==> config.mk <==
export PLATFORM = sky130hd
export DESIGN_NAME = utf8_codepoint_codec_core_flat
export DESIGN_NICKNAME = d
export VERILOG_FILES = /design/src/rtl/utf8c_pkg.sv /design/src/rtl/utf8c_in_if.sv /design/src/rtl/utf8c_out_if.sv /design/src/rtl/utf8_codepoint_codec_core.sv /design/src/flat_wrapper.sv
export SDC_FILE = /design/constraint.sdc
export NUM_CORES = 1
export LEC_CHECK = 0
export ABC_CLOCK_PERIOD_IN_PS = 3500
export BUFFER_PORTS_ARGS = -buffer_cell sky130_fd_sc_hd__buf_4
export CAP_MARGIN = 20
export CORE_MARGIN = 2
export CORE_UTILIZATION = 55
export CTS_BUF_LIST = sky130_fd_sc_hd__clkbuf_4
export DETAILED_ROUTE_END_ITERATION = 8
export PLACE_DENSITY = 0.81
export REMOVE_ABC_BUFFERS = 1
export SLEW_MARGIN = 20
export SYNTH_ARGS = -nofsm -noshare
export SYNTH_HDL_FRONTEND = slang
export SYNTH_SLANG_ARGS = --single-unit
==> constraint.sdc <==
create_clock -name clk_i -period 3.5 [get_ports clk_i]
set_clock_uncertainty 0.2 [all_clocks]
set_input_delay 0.525 -clock clk_i [delete_from_list [all_inputs] [get_ports clk_i]]
set_output_delay 0.525 -clock clk_i [all_outputs]
set_load 0.02 [all_outputs]
==> src/rtl/utf8c_pkg.sv <==
// Shared types and constants of the UTF-8 code point codec.
// No dependencies; every other file of the block refers to it by scoped names.
package utf8c_pkg;

  localparam int unsigned ByteW  = 8;
  localparam int unsigned LenW   = 3;
  localparam int unsigned CpInW  = 32;
  localparam int unsigned CpOutW = 21;

  typedef enum logic {
    OP_DECODE = 1'b0,
    OP_ENCODE = 1'b1
  } op_e;

  typedef enum logic {
    ST_OK      = 1'b0,
    ST_INVALID = 1'b1
  } status_e;

  localparam logic [CpInW-1:0] SurrLo    = 32'h0000_D800;
  localparam logic [CpInW-1:0] SurrHi    = 32'h0000_DFFF;
  localparam logic [CpInW-1:0] CpMax     = 32'h0010_FFFF;
  localparam logic [CpInW-1:0] Min4Byte  = 32'h0001_0000;
  localparam logic [CpInW-1:0] Min3Byte  = 32'h0000_0800;
  localparam logic [CpInW-1:0] Min2Byte  = 32'h0000_0080;
  localparam logic [LenW-1:0]  MaxWindow = 3'd4;

endpackage

==> src/rtl/utf8c_in_if.sv <==
// Input channel of the codec: valid/ready handshake plus one request item.
// Depends on utf8c_pkg for field widths.
interface utf8c_in_if;
  logic                                 valid;
  logic                                 ready;
  logic                                 opcode;
  logic [utf8c_pkg::ByteW-1:0]          in_byte0;
  logic [utf8c_pkg::ByteW-1:0]          in_byte1;
  logic [utf8c_pkg::ByteW-1:0]          in_byte2;
  logic [utf8c_pkg::ByteW-1:0]          in_byte3;
  logic [utf8c_pkg::LenW-1:0]           bytes_available;
  logic signed [utf8c_pkg::CpInW-1:0]   code_point_in;

  modport source (output valid, opcode, in_byte0, in_byte1, in_byte2, in_byte3,
                  bytes_available, code_point_in, input ready);
  modport sink   (input valid, opcode, in_byte0, in_byte1, in_byte2, in_byte3,
                  bytes_available, code_point_in, output ready);
endinterface

==> src/rtl/utf8c_out_if.sv <==
// Output channel of the codec: valid/ready handshake plus one result item.
// Depends on utf8c_pkg for field widths.
interface utf8c_out_if;
  logic                           valid;
  logic                           ready;
  logic                           status;
  logic [utf8c_pkg::LenW-1:0]     length;
  logic [utf8c_pkg::CpOutW-1:0]   code_point_out;
  logic [utf8c_pkg::ByteW-1:0]    out_byte0;
  logic [utf8c_pkg::ByteW-1:0]    out_byte1;
  logic [utf8c_pkg::ByteW-1:0]    out_byte2;
  logic [utf8c_pkg::ByteW-1:0]    out_byte3;

  modport source (output valid, status, length, code_point_out, out_byte0, out_byte1,
                  out_byte2, out_byte3, input ready);
  modport sink   (input valid, status, length, code_point_out, out_byte0, out_byte1,
                  out_byte2, out_byte3, output ready);
endinterface

==> src/rtl/utf8_codepoint_codec_core.sv <==
// UTF-8 codec core: decodes one character from a byte window or encodes one code point.
// Depends on utf8c_pkg, utf8c_in_if and utf8c_out_if.
//
// Each item passes a three-stage pipeline (classify, assemble, range check and
// output register). A result is offered on out_o from the output register once
// it has passed stages 1 and 2; one item is taken every cycle while in_i.ready is high.
// Each stage holds its item until the stage after it
// frees up, so downstream backpressure stalls the pipe without losing items;
// in_i.ready stays high while any stage has a bubble. Decode reports the bytes consumed
// and the code point; encode reports the bytes produced. An invalid request
// returns status invalid with every other field zero.
module utf8_codepoint_codec_core (
  input  logic                clk_i,
  input  logic                rst_ni,
  utf8c_in_if.sink            in_i,
  utf8c_out_if.source         out_o
);

  typedef struct packed {
    logic                          op;
    logic                          bad;
    logic [utf8c_pkg::LenW-1:0]    len;
    logic [utf8c_pkg::ByteW-1:0]   b0;
    logic [utf8c_pkg::ByteW-1:0]   b1;
    logic [utf8c_pkg::ByteW-1:0]   b2;
    logic [utf8c_pkg::ByteW-1:0]   b3;
    logic [utf8c_pkg::CpOutW-1:0]  cp;
  } s1_t;

  typedef struct packed {
    logic                          op;
    logic                          bad;
    logic [utf8c_pkg::LenW-1:0]    len;
    logic [utf8c_pkg::CpOutW-1:0]  cp;
    logic [utf8c_pkg::ByteW-1:0]   e0;
    logic [utf8c_pkg::ByteW-1:0]   e1;
    logic [utf8c_pkg::ByteW-1:0]   e2;
    logic [utf8c_pkg::ByteW-1:0]   e3;
  } s2_t;

  typedef struct packed {
    logic                          status;
    logic [utf8c_pkg::LenW-1:0]    len;
    logic [utf8c_pkg::CpOutW-1:0]  cp;
    logic [utf8c_pkg::ByteW-1:0]   o0;
    logic [utf8c_pkg::ByteW-1:0]   o1;
    logic [utf8c_pkg::ByteW-1:0]   o2;
    logic [utf8c_pkg::ByteW-1:0]   o3;
  } s3_t;

  logic v1_q, v2_q, v3_q;
  logic en1, en2, en3;
  s1_t  s1_d, s1_q;
  s2_t  s2_d, s2_q;
  s3_t  s3_d, s3_q;

  assign en3 = !v3_q || out_o.ready;
  assign en2 = !v2_q || en3;
  assign en1 = !v1_q || en2;
  assign in_i.ready = en1;

  // Stage 1: saturate the window, classify the lead byte, range-check encode input
  logic [utf8c_pkg::LenW-1:0]  avail;
  logic [utf8c_pkg::LenW-1:0]  dec_w;
  logic [utf8c_pkg::LenW-1:0]  enc_len;
  logic [utf8c_pkg::CpInW-1:0] raw;
  logic                        enc_bad;

  always_comb begin
    avail = (in_i.bytes_available > utf8c_pkg::MaxWindow) ? utf8c_pkg::MaxWindow
                                                          : in_i.bytes_available;
    priority if (!in_i.in_byte0[7])               dec_w = 3'd1;
    else if (in_i.in_byte0[7:5] == 3'b110)        dec_w = 3'd2;
    else if (in_i.in_byte0[7:4] == 4'b1110)       dec_w = 3'd3;
    else if (in_i.in_byte0[7:3] == 5'b11110)      dec_w = 3'd4;
    else                                          dec_w = 3'd0;

    raw     = in_i.code_point_in;
    enc_bad = raw[31] || (raw > utf8c_pkg::CpMax) ||
              ((raw >= utf8c_pkg::SurrLo) && (raw <= utf8c_pkg::SurrHi));
    priority if (raw < utf8c_pkg::Min2Byte)       enc_len = 3'd1;
    else if (raw < utf8c_pkg::Min3Byte)           enc_len = 3'd2;
    else if (raw < utf8c_pkg::Min4Byte)           enc_len = 3'd3;
    else                                          enc_len = 3'd4;

    s1_d.op = in_i.opcode;
    if (in_i.opcode == utf8c_pkg::OP_ENCODE) begin
      s1_d.bad = enc_bad;
      s1_d.len = enc_len;
    end else begin
      s1_d.bad = (avail == 3'd0) || (dec_w == 3'd0) || (dec_w > avail);
      s1_d.len = dec_w;
    end
    s1_d.b0 = in_i.in_byte0;
    s1_d.b1 = in_i.in_byte1;
    s1_d.b2 = in_i.in_byte2;
    s1_d.b3 = in_i.in_byte3;
    s1_d.cp = raw[utf8c_pkg::CpOutW-1:0];
  end

  // Stage 2: check continuation bytes and assemble the code point, or build bytes
  logic cont1, cont2, cont3;

  always_comb begin
    cont1 = (s1_q.b1[7:6] == 2'b10);
    cont2 = (s1_q.b2[7:6] == 2'b10);
    cont3 = (s1_q.b3[7:6] == 2'b10);
    s2_d.op  = s1_q.op;
    s2_d.len = s1_q.len;
    s2_d.cp  = '0;
    s2_d.e0  = '0;
    s2_d.e1  = '0;
    s2_d.e2  = '0;
    s2_d.e3  = '0;
    if (s1_q.op == utf8c_pkg::OP_ENCODE) begin
      s2_d.bad = s1_q.bad;
      unique case (s1_q.len)
        3'd1: s2_d.e0 = {1'b0, s1_q.cp[6:0]};
        3'd2: begin
          s2_d.e0 = {3'b110, s1_q.cp[10:6]};
          s2_d.e1 = {2'b10, s1_q.cp[5:0]};
        end
        3'd3: begin
          s2_d.e0 = {4'b1110, s1_q.cp[15:12]};
          s2_d.e1 = {2'b10, s1_q.cp[11:6]};
          s2_d.e2 = {2'b10, s1_q.cp[5:0]};
        end
        default: begin
          s2_d.e0 = {5'b11110, s1_q.cp[20:18]};
          s2_d.e1 = {2'b10, s1_q.cp[17:12]};
          s2_d.e2 = {2'b10, s1_q.cp[11:6]};
          s2_d.e3 = {2'b10, s1_q.cp[5:0]};
        end
      endcase
    end else begin
      s2_d.bad = s1_q.bad || ((s1_q.len >= 3'd2) && !cont1) ||
                 ((s1_q.len >= 3'd3) && !cont2) || ((s1_q.len == 3'd4) && !cont3);
      unique case (s1_q.len)
        3'd1:    s2_d.cp = {13'd0, s1_q.b0};
        3'd2:    s2_d.cp = {10'd0, s1_q.b0[4:0], s1_q.b1[5:0]};
        3'd3:    s2_d.cp = {5'd0, s1_q.b0[3:0], s1_q.b1[5:0], s1_q.b2[5:0]};
        3'd4:    s2_d.cp = {s1_q.b0[2:0], s1_q.b1[5:0], s1_q.b2[5:0], s1_q.b3[5:0]};
        default: s2_d.cp = '0;
      endcase
    end
  end

  // Stage 3: reject overlong, surrogate and out-of-range decodes; format result
  logic [utf8c_pkg::CpInW-1:0] cpw;
  logic                        range_bad;
  logic                        bad3;

  always_comb begin
    cpw = {{(utf8c_pkg::CpInW-utf8c_pkg::CpOutW){1'b0}}, s2_q.cp};
    unique case (s2_q.len)
      3'd2:    range_bad = (cpw < utf8c_pkg::Min2Byte);
      3'd3:    range_bad = (cpw < utf8c_pkg::Min3Byte) ||
                           ((cpw >= utf8c_pkg::SurrLo) && (cpw <= utf8c_pkg::SurrHi));
      3'd4:    range_bad = (cpw < utf8c_pkg::Min4Byte) || (cpw > utf8c_pkg::CpMax);
      default: range_bad = 1'b0;
    endcase
    bad3 = s2_q.bad || ((s2_q.op == utf8c_pkg::OP_DECODE) && range_bad);

    s3_d = '0;
    if (bad3) begin
      s3_d.status = utf8c_pkg::ST_INVALID;
    end else begin
      s3_d.status = utf8c_pkg::ST_OK;
      s3_d.len    = s2_q.len;
      if (s2_q.op == utf8c_pkg::OP_ENCODE) begin
        s3_d.o0 = s2_q.e0;
        s3_d.o1 = s2_q.e1;
        s3_d.o2 = s2_q.e2;
        s3_d.o3 = s2_q.e3;
      end else begin
        s3_d.cp = s2_q.cp;
      end
    end
  end

  always_ff @(posedge clk_i or negedge rst_ni) begin
    if (!rst_ni) begin
      v1_q <= 1'b0;
      v2_q <= 1'b0;
      v3_q <= 1'b0;
    end else begin
      if (en1) v1_q <= in_i.valid;
      if (en2) v2_q <= v1_q;
      if (en3) v3_q <= v2_q;
    end
  end

  always_ff @(posedge clk_i) begin
    if (en1 && in_i.valid) s1_q <= s1_d;
    if (en2 && v1_q)       s2_q <= s2_d;
    if (en3 && v2_q)       s3_q <= s3_d;
  end

  assign out_o.valid          = v3_q;
  assign out_o.status         = s3_q.status;
  assign out_o.length         = s3_q.len;
  assign out_o.code_point_out = s3_q.cp;
  assign out_o.out_byte0      = s3_q.o0;
  assign out_o.out_byte1      = s3_q.o1;
  assign out_o.out_byte2      = s3_q.o2;
  assign out_o.out_byte3      = s3_q.o3;

  // A filled middle stage that can move on must land in the output register
  a_stage_advance: assert property (@(posedge clk_i) disable iff (!rst_ni)
    (v2_q && en3) |=> v3_q)
    else $error("stage 2 item dropped on its way to the output register");

  // Invalid results carry nothing else
  a_invalid_zero: assert property (@(posedge clk_i) disable iff (!rst_ni)
    (out_o.valid && out_o.status == utf8c_pkg::ST_INVALID) |->
      (out_o.length == 3'd0 && out_o.code_point_out == '0 && out_o.out_byte0 == '0 &&
       out_o.out_byte1 == '0 && out_o.out_byte2 == '0 && out_o.out_byte3 == '0))
    else $error("invalid result with nonzero fields");

  // Good results use one to four bytes and never exceed the code space
  a_ok_len: assert property (@(posedge clk_i) disable iff (!rst_ni)
    (out_o.valid && out_o.status == utf8c_pkg::ST_OK) |->
      (out_o.length >= 3'd1 && out_o.length <= 3'd4 &&
       out_o.code_point_out <= utf8c_pkg::CpMax[utf8c_pkg::CpOutW-1:0]))
    else $error("good result with bad length or code point");

  // A result holding a decoded code point carries no encoded bytes in out_byte0 and out_byte1
  a_decode_no_bytes: assert property (@(posedge clk_i) disable iff (!rst_ni)
    (out_o.valid && out_o.code_point_out != '0) |->
      (out_o.out_byte0 == '0 && out_o.out_byte1 == '0))
    else $error("decode result with encoded bytes");

endmodule
==> src/flat_wrapper.sv <==
// flat-port wrapper written by rule: the top's interface ports become plain ports
module utf8_codepoint_codec_core_flat 
  (clk_i, rst_ni, in_i_valid, in_i_opcode, in_i_in_byte0, in_i_in_byte1, in_i_in_byte2, in_i_in_byte3, in_i_bytes_available, in_i_code_point_in, in_i_ready, out_o_valid, out_o_status, out_o_length, out_o_code_point_out, out_o_out_byte0, out_o_out_byte1, out_o_out_byte2, out_o_out_byte3, out_o_ready);
  utf8c_in_if in_i_i ();
  utf8c_out_if out_o_i ();
  input  logic clk_i;
  input  logic rst_ni;
  input wire logic [$bits(in_i_i.valid)-1:0] in_i_valid;
  input wire logic [$bits(in_i_i.opcode)-1:0] in_i_opcode;
  input wire logic [$bits(in_i_i.in_byte0)-1:0] in_i_in_byte0;
  input wire logic [$bits(in_i_i.in_byte1)-1:0] in_i_in_byte1;
  input wire logic [$bits(in_i_i.in_byte2)-1:0] in_i_in_byte2;
  input wire logic [$bits(in_i_i.in_byte3)-1:0] in_i_in_byte3;
  input wire logic [$bits(in_i_i.bytes_available)-1:0] in_i_bytes_available;
  input wire logic [$bits(in_i_i.code_point_in)-1:0] in_i_code_point_in;
  output wire logic [$bits(in_i_i.ready)-1:0] in_i_ready;
  output wire logic [$bits(out_o_i.valid)-1:0] out_o_valid;
  output wire logic [$bits(out_o_i.status)-1:0] out_o_status;
  output wire logic [$bits(out_o_i.length)-1:0] out_o_length;
  output wire logic [$bits(out_o_i.code_point_out)-1:0] out_o_code_point_out;
  output wire logic [$bits(out_o_i.out_byte0)-1:0] out_o_out_byte0;
  output wire logic [$bits(out_o_i.out_byte1)-1:0] out_o_out_byte1;
  output wire logic [$bits(out_o_i.out_byte2)-1:0] out_o_out_byte2;
  output wire logic [$bits(out_o_i.out_byte3)-1:0] out_o_out_byte3;
  input wire logic [$bits(out_o_i.ready)-1:0] out_o_ready;
  assign in_i_i.valid = in_i_valid;
  assign in_i_i.opcode = in_i_opcode;
  assign in_i_i.in_byte0 = in_i_in_byte0;
  assign in_i_i.in_byte1 = in_i_in_byte1;
  assign in_i_i.in_byte2 = in_i_in_byte2;
  assign in_i_i.in_byte3 = in_i_in_byte3;
  assign in_i_i.bytes_available = in_i_bytes_available;
  assign in_i_i.code_point_in = in_i_code_point_in;
  assign in_i_ready = in_i_i.ready;
  assign out_o_valid = out_o_i.valid;
  assign out_o_status = out_o_i.status;
  assign out_o_length = out_o_i.length;
  assign out_o_code_point_out = out_o_i.code_point_out;
  assign out_o_out_byte0 = out_o_i.out_byte0;
  assign out_o_out_byte1 = out_o_i.out_byte1;
  assign out_o_out_byte2 = out_o_i.out_byte2;
  assign out_o_out_byte3 = out_o_i.out_byte3;
  assign out_o_i.ready = out_o_ready;
  utf8_codepoint_codec_core u_core (.clk_i(clk_i), .rst_ni(rst_ni), .in_i(in_i_i), .out_o(out_o_i));
endmodule
==> results.json, run 1 <==
{
  "cp_data_arrival_time_ns": 2.97,
  "power_density_nw_per_um2": 479,
  "yosysSeqAreaShare_pct": 71.8,
  "drv_slew": 0,
  "p_leak_nw": 3.39,
  "ys_types": 51,
  "nNetsFinal": 721,
  "synthCells": 464,
  "cts-root-buf": "clkbuf_4",
  "peakVddDrop_mv": 0.287,
  "setup.worst_path.class": "reg2reg",
  "crit_path_cell_trace": "buf_4 -> nor2b_1 -> and2_1 -> buf_4 -> a22oi_1 -> a21oi_1",
  "coreArea_um2": 12500,
  "grt_start_max_net_pins": 59,
  "slowest_delay_ns": 0.58,
  "fmax_mhz": 363,
  "critPathLaunchType": "flip-flop",
  "syn_area_um2": 7000,
  "dp_slack_ns": 0.811,
  "path_max_fanout": 16,
  "crit_required_ns": 3.71,
  "critical_path_buf_inv_count": 2,
  "crit_family": "simple AND/OR/NAND/NOR gates",
  "cts_max_level": 4,
  "ys_ff_latch": 168,
  "synth_warnings": 0,
  "status": "completed",
  "fin_total_pwr_mw": 4.30,
  "relSlewSlack_pct": 29.5,
  "fin_ws_ns": 0.743,
  "dr.pass1.iters": 5,
  "ant_nets": 0,
  "maxCapViolCount": 0,
  "cts.reportedPaths.clkPinSlew_ns": 0.15,
  "dpl_cell_area_um2": 8090,
  "cts_tree": "done",
  "clock_path_buffers": 2,
  "cp_slowest_cell": "edfxtp_1",
  "wirelength_mm": 14.5,
  "final_cell_mix": "edfxtp_1 (165), buf_4 (135), dlygate4sd3_1 (57), nor2_1 (33)",
  "start_util_pct": 55.9,
  "fp-row-count": 41,
  "clock_latency_ns": 0.57,
  "dp.final_hpwl_mm": 9.24,
  "post_cts_buffers": 0,
  "end_kind": "flip-flop",
  "wl_per_cell_um": 17.4,
  "fin_area_um2": 8980,
  "die_area_um2": 13600,
  "layout_commonest_cell": "edfxtp_1",
  "grt_pass1_wl_mm": 22.4,
  "rsz0062_at_grt": "no",
  "finalCriticalPeriod_ns": 2.76,
  "die_x_um": 117,
  "tightest_slew_ns": 1.05,
  "place_congestion": 0.876,
  "grt_pass1_vias": 4314,
  "vias": 4531,
  "layout-drive-gt1-share_pct": 30.7,
  "clkSinkCount": 168,
  "grt_overflow": 0,
  "antenna_found_initial": 1,
  "async_flop_share_pct": 1.79,
  "setup_viol": 0,
  "synth-edff-count": 165,
  "yosys_most_used_dff": "edfxtp_1",
  "via_per_inst": 5.45,
  "track_usage_pct": 22.0,
  "crit_cells": 6,
  "layout-area-overhead-vs-synth_pct": 28.3,
  "setup_tns_ns": 0,
  "ctsResizeCount": 0,
  "synth.avg_cell_area_um2": 15.1,
  "io_pins": 131,
  "path_common_cell": "buf_4",
  "route.detailed.drc": 0,
  "period_share_pct": 78.8,
  "io_buffers": 127,
  "detail_route.iter0.violations": 577,
  "hold_viol": 0,
  "worstRegToRegCells": 6,
  "die_h_um": 117,
  "postLayoutCoreUtil_pct": 71.7,
  "worstHoldPathType": "in2async",
  "cts_buffers": 17
}
==> path summary, 6_finish.rpt <==
check,startpoint,end,slack (ns)
setup / recovery,u_core.s1_q[54]$_DFFE_PP_,u_core.cpw[1]$_SDFFCE_PP0P_,0.74
hold / removal,rst_ni,u_core.out_o.valid$_DFFE_PN0P_,0.09
setup reg to reg,u_core.s1_q[54]$_DFFE_PP_,u_core.cpw[1]$_SDFFCE_PP0P_,0.74
hold reg to reg,u_core.v1_q$_DFFE_PN0N_,u_core.v2_q$_DFFE_PN0P_,0.32
max in group asynchronous,rst_ni,u_core.v1_q$_DFFE_PN0N_,2.92
min in group clk_i,u_core.v1_q$_DFFE_PN0N_,u_core.v2_q$_DFFE_PN0P_,0.32
==> per-stage QoR <==
step           std cells  hold WS, ns
2_1_floorplan        435       0.0294
3_3_place_gp         742        0.113
3_5_place_dp         742        0.116
4_1_cts              831       0.0256
5_1_grt              832       0.0473
6_report             832       0.0900
==> power by group <==
group,internal [mW],switching (mW)
combinational,0.262,0.317
clock,0.567,0.641
sequential,2.42,0.0890
total,3.25,1.05
==> cell usage after synthesis (2+ instances only) <==
cell        n  area [um^2]
edfxtp_1  165         4950
and2_1     34          213
nor2_1     33          124
a22oi_1    31          233
nor3b_2    20          250
a21oi_1    17         85.1
clkbuf_1   14         52.6
nand2_1    14         52.6
nor3_1     12         60.1
and3_1     11         68.8
nor2b_1    11         68.8
inv_1      10         37.5
buf_2       7         35.0
buf_4       6         45.0
nor4_1      6         37.5
nand2b_1    5         31.3
nor3b_1     5         37.5
mux2_2      4         45.0
o21ai_0     4         20.0
o22ai_1     4         25.0
a211oi_1    3         22.5
a221oi_1    3         26.3
a222oi_1    3         30.0
a22o_1      3         26.3
dfrtp_1     3         75.1
ha_1        3         37.5
nand3_1     3         15.0
a31o_2      2         17.5
a32oi_1     2         17.5
buf_1       2         7.51
buf_6       2         22.5
nand3b_1    2         15.0
o21a_1      2         15.0
==> state kept, by name, summed over array words and instances (netlist names) <==
name	flops
u_core.s1_q	58
u_core.s2_q	33
u_core.v2_q	1
u_core.out_o.valid	1
u_core.out_o.out_byte0	7
u_core.v1_q	1
u_core.out_o.code_point_out	21
u_core.out_o.out_byte1	7
u_core.out_o.out_byte3	7
u_core.out_o.status	1
u_core.out_o.length	3
u_core.cpw	21
u_core.out_o.out_byte2	7
==> what timing repair did <==
item,4_1_cts,5_1_grt
setup endpoints to repair,0,0
hold endpoints to repair,59,0
hold buffers,57,0
==> cell type report <==
type                    instances  area, um^2
clock inverters                14         180
clock buffers                  18         135
inverters                      10        37.5
diodes                          1        2.50
repair buffers                192        1580
well taps                     172         215
flip-flops and latches        168        5030
fillers                       844        3540
multi-input cells             257        1800
==> per-layer routing <==
layer  track usage, %  vias to the layer above  wire [um]
li1                 -                     2133          -
met1             30.6                     2147       6220
met2             33.9                      225       6970
met3             4.53                       26        972
met4             9.96                        0        306
met5                0                        -          0
==> cells by family after synthesis <==
family          after synthesis  share of synthesized area (%)
compound gates               80                           8.42
fa+ha+maj                     3                          0.536
buf+inv                      41                           2.86
flops                       168                           71.8
mux                           5                          0.786
other cells                   1                         0.0536
simple gates                166                           15.5
(Power assumes the default switching activity.)
==> run 2: changes to the inputs <==
--- a/config.mk
+++ b/config.mk
@@ -5,7 +5,7 @@
 export SDC_FILE = /design/constraint.sdc
 export NUM_CORES = 1
 export LEC_CHECK = 0
-export ABC_CLOCK_PERIOD_IN_PS = 3500
+export ABC_CLOCK_PERIOD_IN_PS = 2750
 export BUFFER_PORTS_ARGS = -buffer_cell sky130_fd_sc_hd__buf_4
 export CAP_MARGIN = 20
 export CORE_MARGIN = 2
==> constraint.sdc (replaced) <==
create_clock -name clk_i -period 2.75 [get_ports clk_i]
set_clock_uncertainty 0.2 [all_clocks]
set_input_delay 0.4125 -clock clk_i [delete_from_list [all_inputs] [get_ports clk_i]]
set_output_delay 0.4125 -clock clk_i [all_outputs]
set_load 0.02 [all_outputs]
==> run 2 against run 1 <==
Net effect: fmax is 14% higher; largest cell class unchanged; global-route usage fell by 0.23 points; register-to-register slack got worse by 0.40 ns; cell area fell by 0.32%; sequential power rose by 27%; non-clock buffer count increased by 8; core utilization fell by 0.23 points; count of clock-buffer cells in the layout grew 2.
==> results.json, run 2 (synthesis results as in run 1) <==
{
  "critical_path_buf_inv_count": 1,
  "grt_pass1_wl_mm": 22.4,
  "cp_slowest_cell": "edfxtp_1",
  "grt_start_max_net_pins": 55,
  "cts.reportedPaths.clkPinSlew_ns": 0.13,
  "final_cell_mix": "edfxtp_1 (165), buf_4 (140), dlygate4sd3_1 (59), nor2_1 (33)",
  "io_pins": 131,
  "setup.worst_path.class": "reg2reg",
  "hold-worst-slack_ns": 0.230,
  "vias": 4642,
  "fin_ws_ns": 0.338,
  "route.detailed.drc": 0,
  "cts_max_level": 4,
  "finalCriticalPeriod_ns": 2.41,
  "detail_route.iter0.violations": 621,
  "layout_commonest_cell": "edfxtp_1",
  "die_area_um2": 13600,
  "grt_overflow": 0,
  "ctsResizeCount": 0,
  "layout-drive-gt1-share_pct": 30.9,
  "reg.largest.list": "u_core.s1_q: 58 flops, u_core.s2_q: 33 flops",
  "ant_nets": 0,
  "relSlewSlack_pct": 56.0,
  "fp-row-count": 41,
  "worstHoldPathType": "in2reg",
  "cts_buffers": 17,
  "hold_viol": 0,
  "regMostFlops": "u_core.s1_q",
  "cp_data_arrival_time_ns": 2.59,
  "slowest_delay_ns": 0.62,
  "cp-startpoint": "u_core.s1_q[53]$_DFFE_PP_",
  "cts-root-buf": "clkbuf_4",
  "rrSetupSlack_ns": 0.34,
  "wirelength_mm": 14.6,
  "die_x_um": 117,
  "track_usage_pct": 21.8,
  "nNetsFinal": 729,
  "dr.pass1.iters": 6,
  "clock_path_buffers": 2,
  "wl_per_cell_um": 17.4,
  "start_util_pct": 55.9,
  "antenna_found_initial": 1,
  "largest_reg_flops": 58,
  "via_per_inst": 5.53,
  "rsz0062_at_grt": "no",
  "worstRegToRegCells": 5,
  "io_buffers": 127,
  "fmax_mhz": 415,
  "crit_family": "simple AND/OR/NAND/NOR gates",
  "grt_pass1_vias": 4447,
  "period_share_pct": 87.7,
  "coreArea_um2": 12500,
  "tightest_slew_ns": 0.661,
  "die_h_um": 117,
  "r2r-end": "u_core.cpw[0]$_SDFFCE_PP0P_",
  "maxCapViolCount": 0,
  "setup_viol": 0,
  "holdCritStartpoint": "in_i_code_point_in[25]",
  "crit_cells": 5,
  "crit_required_ns": 2.93,
  "end_kind": "flip-flop",
  "clkSinkCount": 168,
  "rr_startpoint": "u_core.s1_q[53]$_DFFE_PP_",
  "dp_slack_ns": 0.499,
  "drv_slew": 0,
  "path_max_fanout": 18,
  "clock_latency_ns": 0.55,
  "crit_path_cell_trace": "nor2_1 -> and2_1 -> o21ai_1 -> buf_4 -> a21oi_1",
  "p_leak_nw": 3.38,
  "status": "completed",
  "layout-area-overhead-vs-synth_pct": 27.9,
  "power_density_nw_per_um2": 569,
  "peakVddDrop_mv": 0.237,
  "place_congestion": 0.860,
  "endpoint": "u_core.cpw[0]$_SDFFCE_PP0P_",
  "critPathLaunchType": "flip-flop",
  "cts_tree": "done",
  "dp.final_hpwl_mm": 9.37
}
-- run 2: cell count changes in the layout (fill, tap and decap cells not counted), moves of 2 or more --
cell           previous run  this run
clkbuf_4                 18        20
bufinv_16                 4         0
buf_4                   135       140
dlygate4sd3_1            57        59
-- run 2: metal layers --
layer | up-vias | share of wire [%] | track usage [%]
met3 | 31 | 7.1 | 3.81
met4 | 0 | 2.2 | 9.49
met1 | 2205 | 42 | 29.6
met2 | 254 | 49 | 35.0
met5 | - | 0 | 0
li1 | 2152 | - | -
-- run 2: power breakdown --
part,leakage [nW],switching (mW),internal (mW)
combinational,1.60,0.416,0.346
clock,0.121,0.781,0.366
sequential,1.66,0.104,3.08
-- run 2: repair_timing --
action                                 CTS  global route
endpoints found under the hold margin   60             0
hold buffers                            59             0
setup buffers                            0             0
-- run 2: how the worst min path moves through the flow --
stage,end,slack (ns),depth (start not counted)
2_1_floorplan,u_core.out_o.valid$_DFFE_PN0P_,-0.08,0
3_3_place_gp,u_core.out_o.valid$_DFFE_PN0P_,0.001,1
3_5_place_dp,u_core.out_o.valid$_DFFE_PN0P_,0.004,1
4_1_cts,u_core.s1_q[56]$_DFFE_PP_,0.18,4
5_1_grt,u_core.s1_q[56]$_DFFE_PP_,0.23,4
6_report,u_core.s1_q[56]$_DFFE_PP_,0.23,4
-- run 2: area by class of cell --
class                   count  area, um^2
flip-flops and latches    168        5030
clock inverters            11        60.1
clock buffers              20         150
fillers                   846        3570
well taps                 172         215
inverters                  10        37.5
diodes                      1        2.50
repair buffers            200        1660
multi-input cells         257        1790
-- run 2: stage by stage --
step	cells	area (um^2)	util (%)	TNS [ns]	power (mW)
floorplan	435	6850	-	-25.67	3.59
global placement	748	8150	65.1	0	3.90
CTS	838	8950	71.5	0	5.11
finish	839	8950	71.5	0	5.10
detailed placement	748	8150	65.1	0	3.93
global route	839	8950	71.5	0	5.28
-- run 2: worst min-delay path, stage by stage --
cell and delay [ns]:
buf_4 0.08, nor3_1 0.04, and3_1 0.15, a32oi_1 0.18
==> run 3: changes to the inputs <==
--- a/config.mk
+++ b/config.mk
@@ -5,6 +5,7 @@
 export SDC_FILE = /design/constraint.sdc
 export NUM_CORES = 1
 export LEC_CHECK = 0
+export ABC_AREA = 1
 export ABC_CLOCK_PERIOD_IN_PS = 2750
 export BUFFER_PORTS_ARGS = -buffer_cell sky130_fd_sc_hd__buf_4
 export CAP_MARGIN = 20
==> run 3 against run 2 <==
Net effect: setup slack improved by 0.084 ns; routed wire length rose by 2.5%; power is 16% higher; synthesized area down 1.2%; critical endpoint is now u_core.s2_q[13]$_SDFFCE_PN0P_; largest power group unchanged; highest routed layer unchanged.
==> results.json, run 3 <==
{
  "status": "completed",
  "io_buffers": 127,
  "route.detailed.drc": 0,
  "synth_top_area_share_pct": 71.6,
  "dpl_cell_area_um2": 8050,
  "wl_met3_mm": 1.20,
  "synth_warnings": 0,
  "rsz0062_at_grt": "no",
  "path_max_fanout": 12,
  "dp_slack_ns": 0.487,
  "ctsResizeCount": 0,
  "layout-area-overhead-vs-synth_pct": 28.0,
  "cp_data_arrival_time_ns": 2.49,
  "cts_max_level": 4,
  "regMostFlops": "u_core.s1_q",
  "cp_slowest_cell": "o21ai_1",
  "end_kind": "flip-flop",
  "place_congestion": 0.856,
  "post_cts_buffers": 0,
  "fin_area_um2": 8850,
  "async_flop_share_pct": 1.79,
  "finalCriticalPeriod_ns": 2.33,
  "slowest_delay_ns": 0.68,
  "drv_slew": 0,
  "layout_commonest_cell": "edfxtp_1",
  "grt_pass1_wl_mm": 23.6,
  "ant_nets": 0,
  "critPathLaunchType": "flip-flop",
  "io_pins": 131,
  "yosysSeqAreaShare_pct": 72.7,
  "cts.reportedPaths.clkPinSlew_ns": 0.12,
  "grt_start_max_net_pins": 59,
  "cts-root-buf": "clkbuf_4",
  "largest_reg_flops": 58,
  "clkSinkCount": 168,
  "routed.top_layer": "met4",
  "postLayoutCoreUtil_pct": 72.8,
  "crit_required_ns": 2.91,
  "nNetsFinal": 863,
  "synthMostInstantiatedCell": "edfxtp_1",
  "period_share_pct": 84.6,
  "vias": 4996,
  "maxCapViolCount": 0,
  "final_cell_mix": "edfxtp_1 (165), buf_4 (129), inv_1 (107), nand2_1 (101), nor2_1 (88)",
  "path_common_cell": "nand2_1",
  "grt_pass1_vias": 4906,
  "rrSetupSlack_ns": 0.42,
  "wl_per_cell_um": 15.5,
  "crit_path_cell_trace": "o21ai_1 -> nand2_1 -> inv_1 -> nand2_1 -> o21ai_0",
  "synth-edff-count": 165,
  "setup.worst_path.class": "reg2reg",
  "reg.largest.list": "u_core.s1_q: 58 flops, u_core.s2_q: 33 flops",
  "synthCells": 597,
  "grt_overflow": 0,
  "crit_family": "compound AO/OA/AOI/OAI gates",
  "cts_tree": "done",
  "coreArea_um2": 12200,
  "fp-row-count": 40,
  "layout-drive-gt1-share_pct": 21.5,
  "critical_path_buf_inv_count": 1,
  "ys_top_cells_by_count": "edfxtp_1 (165), inv_1 (109), nand2_1 (101)",
  "setup_tns_ns": 0,
  "synth.avg_cell_area_um2": 11.6,
  "clock_path_buffers": 2,
  "yosys_most_used_dff": "edfxtp_1",
  "antenna_found_initial": 1,
  "detail_route.iter0.violations": 494,
  "wirelength_met1_mm": 6.04,
  "p_leak_nw": 3.75,
  "tightest_slew_ns": 0.854,
  "track_usage_pct": 23.4,
  "fmax_mhz": 430,
  "ys_types": 29,
  "cts_buffers": 17,
  "die_area_um2": 13500,
  "peakVddDrop_mv": 0.388,
  "wirelength_mm": 15.0,
  "fin_total_pwr_mw": 5.92,
  "dr.pass1.iters": 6,
  "hold_buffers": 58,
  "syn_area_um2": 6920,
  "fin_ws_ns": 0.422,
  "synth.area.top_cells": "edfxtp_1 (72%), inv_1 (5.9%), nand2_1 (5.5%)",
  "worstHoldPathType": "in2reg",
  "via_per_inst": 5.16,
  "setup_viol": 0,
  "clock_latency_ns": 0.53,
  "relSlewSlack_pct": 43.0,
  "wl_met2_mm": 7.28,
  "power_density_nw_per_um2": 669,
  "yosysTopAreaCell": "edfxtp_1",
  "hold_viol": 0,
  "ys_ff_latch": 168,
  "start_util_pct": 56.9,
  "die_x_um": 116,
  "dp.final_hpwl_mm": 9.64,
  "die_h_um": 116
}
run 3: cell types whose count changed after synthesis, sizes merged, moves of 13 or more:
cell   delta
inv     +105
o21ai    +13
nor2     +55
nand3    +17
and2     -34
a22oi    -31
nand2    +87
nor3b    -25
run 3: cell families after synthesis:
logic type	Yosys count	share of synthesized area, %
AND/OR/NAND/NOR	218	12.9
flip-flops	168	72.7
AO/OA/AOI/OAI	72	5.90
other	1	0.0542
buffers and inverters	135	7.85
adder cells (fa/ha/maj)	3	0.543
run 3: layer usage:
metal  track usage [%]  up-vias
met4              11.3        0
met2              38.1      275
met1              29.8     2327
met5                 0        -
li1                  -     2347
met3              5.76       47
run 3: power by group:
group	internal [mW]	leakage (nW)	switching [mW]
clock network	0.428	0.119	0.768
logic	0.463	1.97	0.764
registers	3.33	1.66	0.163
run 3: path summary, 6_finish.rpt:
path | from | endpoint | cells after the start
setup / recovery | u_core.s1_q[54]$_DFFE_PP_ | u_core.s2_q[13]$_SDFFCE_PN0P_ | 5
hold / removal | in_i_code_point_in[21] | u_core.s1_q[56]$_DFFE_PP_ | 7
setup reg to reg | u_core.s1_q[54]$_DFFE_PP_ | u_core.s2_q[13]$_SDFFCE_PN0P_ | 5
hold reg to reg | u_core.v2_q$_DFFE_PN0P_ | u_core.out_o.valid$_DFFE_PN0P_ | 2
max in group asynchronous | rst_ni | u_core.out_o.valid$_DFFE_PN0P_ | 3
min in group asynchronous | rst_ni | u_core.v2_q$_DFFE_PN0P_ | 3
run 3: area by class of cell:
type,count,area [um^2]
Clock inverter,12,87.6
Clock buffer,18,135
Timing Repair Buffer,189,1590
Tap cell,168,210
Fill cell,800,3310
Multi-Input combinational cell,296,1360
Inverter,116,435
Antenna cell,1,2.50
Sequential cell,168,5030
run 3: metrics by stage:
step,hold WS (ns),std cells
6_report,0.159,968
5_1_grt,0.174,968
4_1_cts,0.102,967
3_5_place_dp,0.00558,879
3_3_place_gp,0.00225,879
2_1_floorplan,-0.0831,580
run 3: worst register-to-register path, stage by stage (launching register included):
cell	delay, ns
edfxtp_1	0.54
o21ai_1	0.68
nand2_1	0.39
inv_1	0.20
nand2_1	0.06
o21ai_0	0.09
